### config.mk
export PLATFORM = sky130hd
export DESIGN_NAME = frc_cmp
export DESIGN_NICKNAME = d
export VERILOG_FILES = /design/src/rtl/core/frc_pkg.sv /design/src/rtl/core/frc_cmp.sv
export SDC_FILE = /design/constraint.sdc
export NUM_CORES = 1
export LEC_CHECK = 0
export ABC_AREA = 1
export BUFFER_PORTS_ARGS = -buffer_cell sky130_fd_sc_hd__buf_2
export CAP_MARGIN = 20
export CORE_AREA = 2 2 197 199
export CTS_CLUSTER_SIZE = 40
export DETAILED_ROUTE_END_ITERATION = 10
export DIE_AREA = 0 0 199 201
export SLEW_MARGIN = 10
export SYNTH_ARGS = -nofsm -noshare
export SYNTH_HDL_FRONTEND = slang
export SYNTH_SLANG_ARGS = --single-unit
### constraint.sdc
create_clock -name clk -period 1.9 [get_ports clk]
set_clock_uncertainty 0.2 [all_clocks]
set_input_delay 0.095 -clock clk [delete_from_list [all_inputs] [get_ports clk]]
set_output_delay 0.095 -clock clk [all_outputs]
set_load 0.02 [all_outputs]
### src/rtl/core/frc_pkg.sv
// Shared types and constants for the sphere/box frustum culling core.
// No dependencies; every other file of the core refers to this package by scoped name.
package frc_pkg;

	localparam int NUM_PLANE_REGS = 6;
	localparam int PLANE_COUNT    = 6;
	localparam int CFG_IDX_W      = 3;
	localparam int CFG_DATA_W     = 64;

	localparam int COORD_W  = 24;
	localparam int RADIUS_W = 23;
	localparam int NORM_W   = 12;
	localparam int DIST_W   = 28;
	localparam int AXIS_W   = COORD_W + 1;
	localparam int ABSN_W   = NORM_W + 1;
	localparam int PA_W     = NORM_W + AXIS_W;
	localparam int PE_W     = ABSN_W + AXIS_W;
	localparam int SUM_W    = PE_W + 4;

	localparam int D_SHIFT_SPHERE = 10;
	localparam int D_SHIFT_BOX    = 11;
	localparam int R_SHIFT        = 10;

	localparam logic OP_SPHERE = 1'b0;
	localparam logic OP_BOX    = 1'b1;

	typedef struct packed {
		logic signed [DIST_W-1:0] d;
		logic signed [NORM_W-1:0] nz;
		logic signed [NORM_W-1:0] ny;
		logic signed [NORM_W-1:0] nx;
	} plane_t;

	typedef plane_t [NUM_PLANE_REGS-1:0] plane_set_t;

	typedef struct packed {
		logic en;
		logic vin;
	} stage_ctl_t;

	typedef struct packed {
		logic                          op;
		logic [RADIUS_W-1:0]           radius;
		logic [2:0][AXIS_W-1:0]        a;
		logic [2:0][AXIS_W-1:0]        e;
	} prep_t;

	typedef struct packed {
		logic                                  op;
		logic [RADIUS_W-1:0]                   radius;
		logic [PLANE_COUNT-1:0][2:0][PA_W-1:0] pa;
		logic [PLANE_COUNT-1:0][2:0][PE_W-1:0] pe;
	} mul_t;

	typedef struct packed {
		logic [PLANE_COUNT-1:0][SUM_W-1:0] lhs;
		logic [PLANE_COUNT-1:0][SUM_W-1:0] rhs;
	} sum_t;

endpackage

### src/rtl/core/frc_cmp.sv
// Stage 4: per-plane compare, merge of cull flags, and the result register.
// Depends on frc_pkg.
module frc_cmp (
	input  logic                 clk,
	input  logic                 arst_n,
	input  frc_pkg::stage_ctl_t  ctl,
	input  frc_pkg::sum_t        data_s3,
	output logic                 valid_s4,
	output logic                 visible_s4
);

	logic [frc_pkg::PLANE_COUNT-1:0] cull;

	always_comb begin
		for (int p = 0; p < frc_pkg::PLANE_COUNT; p++) begin
			cull[p] = $signed(data_s3.lhs[p]) > $signed(data_s3.rhs[p]);
		end
	end

	always_ff @(posedge clk or negedge arst_n) begin
		if (!arst_n) begin
			valid_s4 <= 1'b0;
		end else if (ctl.en) begin
			valid_s4 <= ctl.vin;
		end
	end

	always_ff @(posedge clk) begin
		if (ctl.en && ctl.vin) begin
			visible_s4 <= ~|cull;
		end
	end

endmodule

==> results by group <==
Status
  – Status: completed

Setup path
  – CP Data Required Time: 1680 ps
  – R2r setup slk: 540 ps
  – Worst Setup Path Type: in -> reg
  – Worst r2r path cells: 3
  – Startpoint Class: primary input
  – Reg2reg end: valid_s4$_DFFE_PN0P_
  – CP Data Arrival Time: 1550 ps
  – Critical path endpoint category: register
  – Critical R2R Launch: valid_s4$_DFFE_PN0P_
  – CP max FO: 2

Pwr
  – LEAKAGE: 0.00751 uW
  – Pwr/cell area: 226 mW/mm^2
  – Max VDD drop: 0.150 mV
  – Tot Pwr: 2540 uW

Clock network
  – Total clock sinks: 2
  – Htree depth: 1
  – Cts bufs inserted: 3
  – Reg clk slew, reported paths: 30 ps
  – Clock Tree Root: clkbuf_16
  – Clock Path Buffers: 2
  – CTS tree: built
  – Clk_lat worst skew: 220 ps

Place
  – Detailed placement HPWL: 27200 um
  – Routability cong.: 0.954
  – PortBufs: 509

Die
  – Row count: 72
  – Die Wd: 199 um
  – Die H: 201 um
  – Die area: 0.0400 mm^2
  – Boundary pin count: 510
  – Initial Util: 19.1%
  – Core Area: 0.0381 mm^2

Drt
  – 1st-iter DRT viols: 169
  – Vias per Instance: 3.98
  – DR vias: 9241
  – Post-Route WL: 28200 um
  – Wire per inst: 12.1 um
  – Antenna viol nets, final: 0
  – First-pass iteration count of the detailed router: 4
  – DRC viols: 0

Timing
  – Fin. max-slew vios: 0
  – Final Hold Viols: 0
  – Setup violations, final: 0
  – Final period util: 93.2%
  – Post-layout min period: 1770 ps
  – Max_slew headroom: 74.4%
  – Measured slew at the worst slew-check pin: 380 ps
  – Max frequency: 564 MHz

GRT
  – Vias in the first global route: 9188
  – GR Overflow Total: 0
  – First-pass GRT wire length: 42400 um
  – Largest net degree at the start of global routing: 4
  – Initial antenna violation count: 3
  – Total track usage: 13.2%

Synth
  – Mapped Area: 0.00727 mm^2
  – Mapped Cells: 1235
  – Mapped Nets: 1995
  – Synth warn: 0
  – Register area share after synthesis: 0.757%
  – Synth cell types: 25
  – Synthesized area per cell: 5.89 um^2
  – #FFs+latches synth: 2

Finish
  – Layout cells sized above 1: 34.9%
  – Syn-to-layout area delta: 54.4%
  – # nets final: 2562
  – Final Util: 29.5%

Flow run
  – Max-cap check violation count: 0

Hold path
  – HP Class: in -> async
-- layer usage --
| layer | global-route usage, % | routed length (um) | vias up |
|---|---|---|---|
| li1 | - | - | 4963 |
| met1 | 14.3 | 11200 | 3909 |
| met2 | 26.1 | 14300 | 331 |
| met3 | 2.22 | 1990 | 38 |
| met4 | 3.17 | 672 | 0 |
| met5 | 0 | 0 | - |
-- synth_stat cells, drive strengths merged --
master	count	area, um^2
o21ai	9	45.0
nand3	39	200
nor2	85	327
clkinv	2	7.51
o211ai	1	7.51
a21oi	85	425
nor4	5	31.3
o21a	8	61.3
ha	252	3150
inv	368	1380
nand4	23	144
a21o	15	113
nand2	324	1220
or3	1	6.26
edfxtp	1	30.0
and2	3	18.8
nor3	8	40.0
o21bai	5	37.5
dfrtp	1	25.0
-- how the worst max path moves through the flow --
stage	to	cells after the start	slack, ps	start
4_1_cts	visible_s4$_DFFE_PP_	15	1	data_s3[223]
3_5_place_dp	visible_s4$_DFFE_PP_	12	-400	data_s3[209]
2_1_floorplan	visible_s4$_DFFE_PP_	15	190	data_s3[251]
3_3_place_gp	visible_s4$_DFFE_PP_	14	-340	data_s3[209]
5_1_grt	visible_s4$_DFFE_PP_	16	-10	data_s3[233]
6_report	visible_s4$_DFFE_PP_	12	130	data_s3[49]
-- power breakdown --
part	leakage [uW]	switching, uW	internal, uW
combinational	0.00745	1100	1060
sequential	0.0000203	1.58	49.1
clock	0.0000382	52.4	276
total	0.00751	1150	1380
-- cells by family after synthesis --
logic type / after synthesis / share of synthesized area (%)
buffers and inverters: 370 / 19.1
AOI/OAI and AO/OA: 123 / 9.48
and+or+nand+nor: 488 / 27.3
DFF: 2 / 0.757
adders and majority gates: 252 / 43.4
-- cell type report --
class | instances | area (um^2)
Inverter | 370 | 1390
Antenna cell | 3 | 7.51
Timing Repair Buffer | 562 | 2970
Sequential cell | 2 | 55.1
Fill cell | 4287 | 26900
Tap cell | 518 | 648
Multi-Input combinational cell | 863 | 6080
Clock buffer | 4 | 78.8
-- what timing repair did --
item	CTS	global route
cloned	0	0
setup buffers	0	5
pin swaps	1	21
resized for setup	5	51
setup endpoints to repair	1	1
hold endpoints to repair	2	0
hold buffers	3	0
-- critical path: stages --
cell and delay, ps:
buf_2 80, inv_1 30, ha_1 300, a21oi_1 290, o21a_1 150, nand3_1 80
nand2_1 90, nand3_1 70, nand2_1 70, nand3_2 120, nand3_4 110, nor2_2 40
-- cell usage in the layout (no fill, tap or decap), types with 4 or more instances in the layout --
cell | Yosys | layout
nand2_2 | 1 | 6
o21ai_0 | 8 | 7
a21o_1 | 15 | 15
nand2_1 | 323 | 318
a21oi_1 | 85 | 78
nor4_1 | 5 | 4
buf_2 | 0 | 507
o21a_1 | 7 | 7
nor2_1 | 82 | 71
a21oi_2 | 0 | 7
inv_2 | 13 | 18
nand4_1 | 23 | 23
o21bai_1 | 5 | 5
ha_1 | 252 | 245
buf_4 | 0 | 49
ha_4 | 0 | 7
nand3_2 | 1 | 8
nor3_1 | 8 | 7
nor2_2 | 3 | 12
nand3_1 | 38 | 29
inv_1 | 355 | 350
-- sequential cells by signal (all words and copies together), names as in the netlist --
register	cells
valid_s4	1
visible_s4	1
-- metrics by stage --
| step | TNS [ps] | area [um^2] | std cells | setup WS, ps | hold WS, ps |
|---|---|---|---|---|---|
| 5_1_grt | -15.0 | 11200 | 2322 | -15.0 | 17.6 |
| 4_1_cts | 0 | 10900 | 2314 | 1.14 | 4.65 |
| 6_report | 0 | 11200 | 2322 | 128 | 11.8 |
| 2_1_floorplan | 0 | 7270 | 1235 | 190 | -401 |
| 3_3_place_gp | -343 | 10800 | 2307 | -343 | -328 |
| 3_5_place_dp | -399 | 10800 | 2307 | -399 | -329 |
Note: power is estimated with default switching activity, not from simulation.
