## src/rtl/core/frc_pkg.sv

```systemverilog
// Shared types and constants for the sphere/box frustum culling core.
// No dependencies; every other file of the core refers to this package by scoped name.
package frc_pkg;

	localparam int NUM_PLANE_REGS = 6;
	localparam int PLANE_COUNT    = 6;
	localparam int CFG_IDX_W      = 3;
	localparam int CFG_DATA_W     = 64;

	localparam int COORD_W  = 24;
	localparam int RADIUS_W = 23;
	localparam int NORM_W   = 12;
	localparam int DIST_W   = 28;
	localparam int AXIS_W   = COORD_W + 1;
	localparam int ABSN_W   = NORM_W + 1;
	localparam int PA_W     = NORM_W + AXIS_W;
	localparam int PE_W     = ABSN_W + AXIS_W;
	localparam int SUM_W    = PE_W + 4;

	localparam int D_SHIFT_SPHERE = 10;
	localparam int D_SHIFT_BOX    = 11;
	localparam int R_SHIFT        = 10;

	localparam logic OP_SPHERE = 1'b0;
	localparam logic OP_BOX    = 1'b1;

	typedef struct packed {
		logic signed [DIST_W-1:0] d;
		logic signed [NORM_W-1:0] nz;
		logic signed [NORM_W-1:0] ny;
		logic signed [NORM_W-1:0] nx;
	} plane_t;

	typedef plane_t [NUM_PLANE_REGS-1:0] plane_set_t;

	typedef struct packed {
		logic en;
		logic vin;
	} stage_ctl_t;

	typedef struct packed {
		logic                          op;
		logic [RADIUS_W-1:0]           radius;
		logic [2:0][AXIS_W-1:0]        a;
		logic [2:0][AXIS_W-1:0]        e;
	} prep_t;

	typedef struct packed {
		logic                                  op;
		logic [RADIUS_W-1:0]                   radius;
		logic [PLANE_COUNT-1:0][2:0][PA_W-1:0] pa;
		logic [PLANE_COUNT-1:0][2:0][PE_W-1:0] pe;
	} mul_t;

	typedef struct packed {
		logic [PLANE_COUNT-1:0][SUM_W-1:0] lhs;
		logic [PLANE_COUNT-1:0][SUM_W-1:0] rhs;
	} sum_t;

endpackage

```

## src/rtl/core/frc_cfg_regs.sv

```systemverilog
// Plane register file written through the plain configuration port.
// Depends on frc_pkg for the plane packing and index width.
module frc_cfg_regs (
	input  logic                             clk,
	input  logic                             arst_n,
	input  logic                             cfg_we,
	input  logic [frc_pkg::CFG_IDX_W-1:0]    cfg_index,
	input  logic [frc_pkg::CFG_DATA_W-1:0]   cfg_data,
	output frc_pkg::plane_set_t              planes
);

	frc_pkg::plane_set_t planes_q;

	always_ff @(posedge clk or negedge arst_n) begin
		if (!arst_n) begin
			planes_q <= '0;
		end else if (cfg_we) begin
			for (int i = 0; i < frc_pkg::NUM_PLANE_REGS; i++) begin
				if (cfg_index == frc_pkg::CFG_IDX_W'(i)) begin
					planes_q[i] <= frc_pkg::plane_t'(cfg_data);
				end
			end
		end
	end

	assign planes = planes_q;

endmodule

```

## config.mk

```make
export PLATFORM = sky130hd
export DESIGN_NAME = frc_cfg_regs
export DESIGN_NICKNAME = d
export VERILOG_FILES = /design/src/rtl/core/frc_pkg.sv /design/src/rtl/core/frc_cfg_regs.sv
export SDC_FILE = /design/constraint.sdc
export NUM_CORES = 1
export LEC_CHECK = 0
export ABC_AREA = 1
export ABC_CLOCK_PERIOD_IN_PS = 800
export BUFFER_PORTS_ARGS = -buffer_cell sky130_fd_sc_hd__buf_2
export CORE_MARGIN = 4
export CORE_UTILIZATION = 25
export DETAILED_ROUTE_END_ITERATION = 12
export PLACE_DENSITY = 0.43
export SKIP_LAST_GASP = 1
export SLEW_MARGIN = 25
export SYNTH_ARGS = -nofsm -noshare
export SYNTH_HDL_FRONTEND = slang
export SYNTH_SLANG_ARGS = --single-unit
```

## constraint.sdc

```tcl
create_clock -name clk -period 0.8 [get_ports clk]
set_input_delay 0.04 -clock clk [delete_from_list [all_inputs] [get_ports clk]]
set_output_delay 0.04 -clock clk [all_outputs]
set_load 0.1 [all_outputs]
```

==> results of run 1 <==
[cell usage in the layout, fill, tap and decap left out]
| cell type | netlist | final |
|---|---|---|
| buf_12 | 0 | 429 |
| buf_2 | 60 | 68 |
| buf_4 | 1 | 41 |
| buf_6 | 0 | 7 |
| buf_8 | 0 | 1 |
| bufinv_16 | 0 | 5 |
| clkbuf_1 | 42 | 11 |
| clkbuf_16 | 0 | 47 |
| clkbuf_8 | 0 | 8 |
| clkinv_2 | 0 | 8 |
| dfrtp_2 | 0 | 1 |
| dfrtp_4 | 0 | 383 |
| dlygate4sd3_1 | 0 | 66 |
| inv_1 | 3 | 2 |
| inv_2 | 3 | 4 |
| inv_6 | 0 | 2 |
| nand2_1 | 906 | 896 |
| nand2_2 | 0 | 5 |
| nand2_4 | 0 | 5 |
| nand3_1 | 256 | 256 |
| nor2_4 | 1 | 6 |
[worst min-delay path by stage]
stage	from	end	slack [ns]
floorplan	arst_n	planes[192]$_DFFE_PN0P_	-0.26
global placement	arst_n	planes[335]$_DFFE_PN0P_	-0.005
detailed placement	arst_n	planes[335]$_DFFE_PN0P_	-0.006
CTS	arst_n	planes[335]$_DFFE_PN0P_	-0.04
global route	arst_n	planes[335]$_DFFE_PN0P_	-0.01
finish	arst_n	planes[335]$_DFFE_PN0P_	-0.007
[repair_timing]
| item | 4_1_cts | 5_1_grt |
|---|---|---|
| pin swaps | 0 | 4 |
| gates resized for setup | 0 | 11 |
| setup endpoints to repair | 384 | 392 |
| cloned | 0 | 0 |
| buffers inserted | 7 | 6 |
| endpoints found under the hold margin | 768 | 7 |
[layout make-up]
type / count / area [um^2] / area share
multi-input cells: 1168 / 4800 / 0.169
repair buffers: 612 / 9990 / 0.352
well taps: 765 / 957 / 0.0338
inverters: 6 / 22.5 / 0.000794
clock inverters: 15 / 208 / 0.00733
clock buffers: 66 / 1330 / 0.0468
flip-flops and latches: 384 / 11000 / 0.390
[cell families (layout without fill, tap and decap cells)]
group	count (synthesis)	after routing	share of synthesized area
buf+inv	110	699	0.0332
simple gates	1168	1168	0.318
flops	384	384	0.648
[where the power goes]
group | internal [mW] | total (mW) | switching (mW) | leakage [nW]
Clock | 13.1 | 21.6 | 8.52 | 0.761
Combinational | 16.2 | 49.8 | 33.6 | 7.98
Sequential | 25.5 | 29.7 | 4.25 | 4.33
Total | 54.8 | 101 | 46.4 | 13.1
[worst min-delay path: stages]
cell and delay (ns):
dlygate4sd3_1 0.56, buf_8 0.13, buf_12 0.17
[metal layers]
| metal | global-route usage | share of wire | wire length (um) | vias up |
|---|---|---|---|---|
| met4 | 0.0411 | 0.020 | 1280 | 4 |
| met1 | 0.260 | 0.42 | 26900 | 6787 |
| met5 | 0 | 0.00033 | 21 | - |
| met2 | 0.331 | 0.49 | 31400 | 382 |
| met3 | 0.0632 | 0.074 | 4780 | 75 |
| li1 | - | - | - | 6308 |
[per-stage QoR]
step	hold slack, ns	setup WS (ns)	TNS, ns	instances
4_1_cts	-0.0361	-0.554	-199.16	3011
6_report	-0.00683	-0.500	-181.71	3016
5_1_grt	-0.0109	-0.550	-200.57	3016
2_1_floorplan	-0.256	-0.0887	-20.37	1662
3_3_place_gp	-0.00504	-0.289	-97.81	2857
3_5_place_dp	-0.00645	-0.329	-103.73	2857
==> results.md, run 1 <==
* Status: complete, but fails checks
* Failing checks: negative hold slack, negative setup slack
* Crit Path Class: register to primary output
* Worst Tran Pin Value at 0.290 ns
* Vias in the first global route at 13,865
* Share of the synthesized area in the top cell type at 0.648
* 1st-pass router iterations at 5
* Number of synthesized flops with an enable pin at 0
* Die W at roughly 250 um
* Setup crit start kind: register
* Hold slack at -0.00683 ns
* Crit end category: primary output
* Syn Inst Count at 1,662
* CTS root buf: clkbuf_16
* Area delta synth->final at 91.3%
* Antenna violations before repair at 2
* Row Count at 88
* CTS buffer count at 46
* GRT overflow at 0
* Largest net degree at the start of global routing at 50
* RSZ-0062 raised after global routing: true
* Avg WL per Cell at 21.3 um
* Syn Nets at 1,732
* Maximum vdd ir drop at 2020 uV
* Clock latency on the worst-skew pair at 0.57 ns
* I/O pins at roughly 450
* Slew Limit Fails at 0
* Routed Wire Length at between 60 and 70 mm
* Worst Hold Class: primary input to asynchronous set/reset pin
* Hold_buf cts at 66
* Max reg flops at 384
* Antenna-violating nets left at 0
* Crit share post-route at 1.62
* Main synth FF type: dfrtp_1
* Worst Setup SP: planes[76]$_DFFE_PN0P_
* Synth top area cells: dfrtp_1, nand2_1, nand3_1
* Critical-path cell list: buf_12
* Drt first-iter violations at 790
* Fillers at 5,166
* Setup Viol. Count Final at 394
* Number of stages on the worst setup path at 1
* Highest clock rate at roughly 770 MHz
* Synth top cells by count: nand2_1, dfrtp_1, nand3_1
* Crit path time final at approximately 1.3 ns
* Tot Pwr at 101 mW
* Core box area at 0.0581 mm^2
* Crit path DAT at roughly 1.3 ns
* Leak at 13.1 nW
* Clock sinks at 384
* Sequential area share after synthesis at 0.648
* Clk buf depth at 3
* Final Cell Area at approximately 0.028 mm^2
* Reg-to-reg slack, setup at -0.03 ns
* Max incr delay on CP at 0.50 ns
* Initial Util at 0.255
* Count of input and output buffers at around 450
* Max_slew headroom at 0.806
* Async set-reset flop share out of synthesis at 1.00
* Top cell family by delay on the critical path: flip-flops
* Buf/Inv on CP at 1
* Number of synthesized register bits at ~380
* Die Y at 251 um
* Layout Nets at about 2,300
* DR vias/cell at between 4 and 5
* Worst setup path end: planes[76]
* Post-route DRC at 0
* Max_cap viols at 0
* Antenna fix cells at 0
* Area post-placement at 0.0260 mm^2
* Fin worst setup slack at -0.500 ns
* CP max FO at 2
* Final core occ at 0.488
* Mapped cell area at 0.0148 mm^2
* CTS tree: built
* Gr usage total at 0.200
* Detailed placement HPWL at about 45 mm
* Die area at about 0.063 mm^2
* GPL Wtd Cong at 0.798
* Via count at 13,556
* Slowest cell on the critical path: dfrtp_4
* Post-synth top area cell: dfrtp_1
* Endpoints failing hold at 4
* Power Density at around 3600 mW/mm^2
* Layout cells sized above 1 at 0.453
* Htree depth at 2
* First-pass GRT wire length at 96.1 mm
* Worst flop-to-flop path startpoint: planes[366]$_DFFE_PN0P_
* Distinct cells, synth at 12
* Synth Area per Inst at ~9 um^2
* Clock transition at the registers of the reported paths at 0.06 ns
* Clk_skew at 0 ns
* Worst path required time at 0.76 ns
* Reg2reg path depth at 3
* Reg-to-reg endpoint: planes[366]$_DFFE_PN0P_
* Yosys warnings at 0
* Most frequent cell after synthesis: nand2_1
Power figures use the tool's default switching activity.
==> run 2, diff against run 1 <==
--- a/config.mk
+++ b/config.mk
@@ -5,7 +5,7 @@
 export SDC_FILE = /design/constraint.sdc
 export NUM_CORES = 1
 export LEC_CHECK = 0
-export ABC_AREA = 1
+export ABC_AREA = 0
 export ABC_CLOCK_PERIOD_IN_PS = 800
 export BUFFER_PORTS_ARGS = -buffer_cell sky130_fd_sc_hd__buf_2
 export CORE_MARGIN = 4
==> results.md, run 2 <==
* Worst Setup SP: planes[231]$_DFFE_PN0P_
* Setup Viol. Count Final at about 640
* Leak at 15.6 nW
* Total internal power at about 70 mW
* Clock power frac at 0.172
* Worst Hold Class: primary input to register
* Cells after DPL at 2,467
* Synth top area cells: dfrtp_1, mux2_4, mux2_2
* Slew Limit Fails at 0
* Row Count at 90
* CTS root buf: clkbuf_16
* CTS buffer count at 47
* Most frequent cell after synthesis: dfrtp_1
* Place WS at -0.604 ns
* First-pass GRT wire length at ~84 mm
* Synth Area per Inst at 18.8 um^2
* Worst setup path end: planes[231]
* Syn Nets at 886
* Commonest non-fill, non-tap cell in the layout: buf_6
* Post-synth top area cell: dfrtp_1
* GRT overflow at 0
* Clock transition at the registers of the reported paths at 0.06 ns
* Sequential area share after synthesis at 0.626
* Clock latency on the worst-skew pair at between 0.5 and 0.6 ns
* Setup crit start kind: register
* Max_cap viols at 0
* Max reg flops at 384
* Die Y at approximately 260 um
* Antenna-violating nets left at 0
* Grt peak-use layer: met2
* Sequential share of power at 0.230
* Die W at about 260 um
* Endpoints failing hold at 0
* Core box area at 0.0606 mm^2
* Detailed placement HPWL at 39.4 mm
* Die area at 0.0654 mm^2
* Antenna fix cells at 0
* Failing checks: negative setup slack
* DR vias/cell at 4.10
* Clk_skew at 0 ns
* Combinational share of power at 0.597
* Mapped cell area at 0.0153 mm^2
* GR Util met3 at 0.0362
* Layout cells sized above 1 at 0.961
* Clock sinks at 384
* Finished Layout Cells at 2,737
* Largest net degree at the start of global routing at 51
* Reg-to-reg slack, setup at -0.25 ns
* Tot Pwr at 125 mW
* Main synth FF type: dfrtp_1
* Antenna violations before repair at 0
* GPL Wtd Cong at 0.748
* Gr usage total at 0.167
* Sw power at around 54 mW
* Status: complete, but fails checks
* Area post-placement at 0.0291 mm^2
* Crit path time final at roughly 1.4 ns
* M2 GR Usage at 0.292
* Yosys warnings at 0
* Number of synthesized flops with an enable pin at 0
* Crit end category: primary output
* CTS tree: built
* Distinct cells, synth at 10
* Worst path required time at 0.76 ns
* Crit path DAT at 1.33 ns
* RSZ-0062 raised after global routing: true
* Final Cell Area at 0.0342 mm^2
* 1st-pass router iterations at 4
* Final core occ at 0.564
* Share of the synthesized area in the top cell type at 0.626
* Via count at 11,234
* Commonest cells after routing, fill and taps aside: buf_6, buf_12, mux2_4
* Setup TNS Final at -213.87 ns
* Vias in the first global route at 12,575
* Crit share post-route at 1.71
* Crit Path Class: register to primary output
* Post-route DRC at 0
* Syn Inst Count at around 820
* Initial Util at 0.253
* Maximum vdd ir drop at 1980 uV
* CP max FO at 2
* Reg-to-reg endpoint: planes[344]$_DFFE_PN0P_
* Reg2reg path depth at 3
* Met1 usage at 0.210
* Hold slack at 0.0764 ns
* Async set-reset flop share out of synthesis at 1.00
* Highest clock rate at 731 MHz
* Switching Fraction at 0.428
* Count of input and output buffers at 453
* Synth top cells by count: dfrtp_1, mux2_2, mux2_4
* Drt first-iter violations at 400
* Number of synthesized register bits at between 300 and 400
* Power Density at between 3000 and 4000 mW/mm^2
* Fin worst setup slack at -0.568 ns
* Area delta synth->final at 123%
* Worst flop-to-flop path startpoint: planes[344]$_DFFE_PN0P_
* Routed Wire Length at 55.2 mm
* Htree depth at 2
* Worst Tran Pin Value at ~0.32 ns
* Max_slew headroom at 0.787
* Layout Nets at between 1,500 and 2,000
* Avg WL per Cell at 20.2 um
* Clk buf depth at 3
* I/O pins at between 400 and 500
==> run 2: area by class of cell <==
cell class | count | area, um^2
Timing Repair Buffer | 1101 | 15400
Multi-Input combinational cell | 390 | 5790
Tap cell | 782 | 978
Fill cell | 4724 | 26400
Clock buffer | 69 | 1410
Sequential cell | 384 | 10400
Clock inverter | 11 | 155
==> run 2: worst min-delay path by stage <==
stage,end,cells past startpoint,from
floorplan,planes[0]$_DFFE_PN0P_,0,arst_n
global placement,planes[76]$_DFFE_PN0P_,2,arst_n
detailed placement,planes[76]$_DFFE_PN0P_,2,arst_n
CTS,planes[59]$_DFFE_PN0P_,4,cfg_index[2]
global route,planes[5]$_DFFE_PN0P_,4,cfg_index[2]
finish,planes[59]$_DFFE_PN0P_,4,cfg_index[2]
==> run 2: cells by family after synthesis <==
family,after synthesis,synth area share
buffers and inverters,42,0.0408
DFF,384,0.626
muxes,384,0.328
and+or+nand+nor,6,0.00457
==> run 2: what timing repair did <==
action,in CTS,in global routing
hold endpoints to repair,768,0
resized for setup,403,113
cloned,0,1
buffers inserted,110,37
endpoints found under the setup margin,530,713
hold buffers,65,0
==> run 2: power groups by stage <==
stage                     Clock, mW  Combinational [mW]  Sequential [mW]
after floorplan                   0                6.53             59.8
after global placement            0                69.2             28.0
after detailed placement          0                69.5             28.1
after CTS                      22.4                74.4             28.6
after global routing           23.2                76.6             29.4
final                          21.6                74.8             28.8
==> run 2: layer usage <==
| layer | wire length [um] | vias to the layer above |
|---|---|---|
| met2 | 28600 | 238 |
| met1 | 23200 | 5856 |
| li1 | - | 5084 |
| met5 | 0 | - |
| met3 | 2450 | 56 |
| met4 | 1010 | 0 |
==> run 2: critical path: stages, from the launching register on <==
cell	delay, ns
dfrtp_4	0.49
buf_6	0.13
buf_12	0.15
==> run 3, diff against run 2 <==
--- a/config.mk
+++ b/config.mk
@@ -8,6 +8,7 @@
 export ABC_AREA = 0
 export ABC_CLOCK_PERIOD_IN_PS = 800
 export BUFFER_PORTS_ARGS = -buffer_cell sky130_fd_sc_hd__buf_2
+export CAP_MARGIN = 5
 export CORE_MARGIN = 4
 export CORE_UTILIZATION = 25
 export DETAILED_ROUTE_END_ITERATION = 12
==> constraint.sdc (replaced) <==
create_clock -name clk -period 0.8 [get_ports clk]
set_input_delay 0.24 -clock clk [delete_from_list [all_inputs] [get_ports clk]]
set_output_delay 0.24 -clock clk [all_outputs]
set_load 0.1 [all_outputs]
==> results.md, run 3 (same netlist as run 2, synthesis figures left out) <==
* Status: complete, but fails checks
* Failing checks: negative setup slack
* Crit path time final at 1.49 ns
* RSZ-0062 raised after global routing: true
* Worst Tran Pin Value at 0.395 ns
* Detailed placement HPWL at between 30 and 40 mm
* Drt first-iter violations at roughly 340
* Crit end category: primary output
* Vias in the first global route at roughly 11,000
* Clock latency on the worst-skew pair at between 0.5 and 0.6 ns
* Clk_skew at 0 ns
* Initial Util at 0.253
* Avg WL per Cell at 25.6 um
* CTS tree: built
* Crit share post-route at 1.86
* Leak at 13.4 nW
* GPL Wtd Cong at approximately 0.72
* Gr usage total at 0.171
* Reg-to-reg slack, setup at -0.29 ns
* Max incr delay on CP at around 0.5 ns
* Antenna-violating nets left at 0
* Place WS at -0.866 ns
* Die Y at 256 um
* Reg2reg path depth at 3
* Post-route DRC at 0
* I/O pins at 454
* Final core occ at 0.510
* CTS buffer count at 47
* Min-Delay Path Depth at 2
* Buf/Inv on CP at 1
* GRT overflow at 0
* Max reg flops at 384
* Core box area at ~0.061 mm^2
* Routed Wire Length at 59.5 mm
* HP Start: cfg_data[44]
* Fin worst setup slack at -0.687 ns
* DR vias/cell at roughly 4.2
* Max_cap viols at 0
* Setup crit start kind: register
* 1st-pass router iterations at 4
* Highest clock rate at 672 MHz
* Count of input and output buffers at ~450
* Area delta synth->final at 101%
* Critical-path cell list: buf_12
* Layout Nets at about 1,600
* Crit Path Class: register to primary output
* Top cell family by delay on the critical path: flip-flops
* Endpoints failing hold at 0
* Worst Setup SP: planes[293]$_DFFE_PN0P_
* Antenna fix cells at 0
* Maximum vdd ir drop at 2140 uV
* Commonest cells after routing, fill and taps aside: buf_12, dfrtp_4, mux2_4
* Worst flop-to-flop path startpoint: planes[288]$_DFFE_PN0P_
* Reg-to-reg endpoint: planes[288]$_DFFE_PN0P_
* Die W at 256 um
* First-pass GRT wire length at approximately 84 mm
* Worst Hold Class: primary input to register
* Slowest cell on the critical path: dfrtp_4
* Commonest non-fill, non-tap cell in the layout: buf_12
* Antenna violations before repair at 0
* Worst path required time at ~0.56 ns
* CTS root buf: clkbuf_16
* Setup Viol. Count Final at 768
* Max_slew headroom at 0.736
* Largest net degree at the start of global routing at 68
* Hold Path End: planes[108]$_DFFE_PN0P_
* Crit path DAT at around 1.3 ns
* Clk buf depth at 3
* Via count at 9,754
* Clock sinks at around 380
* Clock transition at the registers of the reported paths at 0.06 ns
* Layout cells sized above 1 at 0.965
* CP max FO at 2
* Power Density at 3740 mW/mm^2
* Die area at 0.0654 mm^2
* Htree depth at 2
* Row Count at 90
* Setup TNS Final at -310.05 ns
* Slew Limit Fails at 0
-- run 3: through the flow --
| stage | total power [mW] | hold slack, ns | instance area [um^2] | instances |
|---|---|---|---|---|
| 2_1_floorplan | 67.1 | -0.0556 | 17100 | 816 |
| 3_3_place_gp | 91.5 | 0.215 | 26400 | 2079 |
| 3_5_place_dp | 91.7 | 0.217 | 26400 | 2079 |
| 4_1_cts | 116 | 0.000367 | 30300 | 2282 |
| 5_1_grt | 119 | 0.00402 | 30900 | 2323 |
| 6_report | 116 | 0.0278 | 30900 | 2323 |
-- run 3: metal layers --
layer | GRT usage | up-vias | part of all wire
met4 | 0.0445 | 0 | 0.025
met2 | 0.302 | 254 | 0.52
met3 | 0.0501 | 74 | 0.060
met5 | 0 | - | 0
met1 | 0.206 | 5165 | 0.39
li1 | - | 4261 | -
-- run 3: worst max-delay path by stage --
stage                     depth (start not counted)                 endpoint
after floorplan                                   4    planes[0]$_DFFE_PN0P_
after global placement                            5  planes[331]$_DFFE_PN0P_
after detailed placement                          5  planes[331]$_DFFE_PN0P_
after CTS                                         1              planes[122]
after global routing                              1              planes[170]
final                                             1              planes[293]
-- run 3: repair_timing --
| action | 4_1_cts | 5_1_grt |
|---|---|---|
| endpoints found under the setup margin | 768 | 768 |
| endpoints found under the hold margin | 582 | 0 |
| gates resized for setup | 227 | 85 |
| hold buffers | 43 | 0 |
| pin swaps | 3 | 4 |
| cloned | 21 | 12 |
| setup buffers | 56 | 55 |
-- run 3: final cells by class --
cell class / count / area (um^2)
clock buffers: 71 / 1440
clock inverters: 12 / 115
fillers: 4899 / 29700
multi-input cells: 390 / 5840
flip-flops and latches: 384 / 11100
well taps: 782 / 978
repair buffers: 684 / 11500
-- run 3: report_power, final --
part / switching [mW] / internal [mW]
sequential: 5.09 / 26.6
clock: 8.54 / 13.0
combinational: 38.3 / 24.2
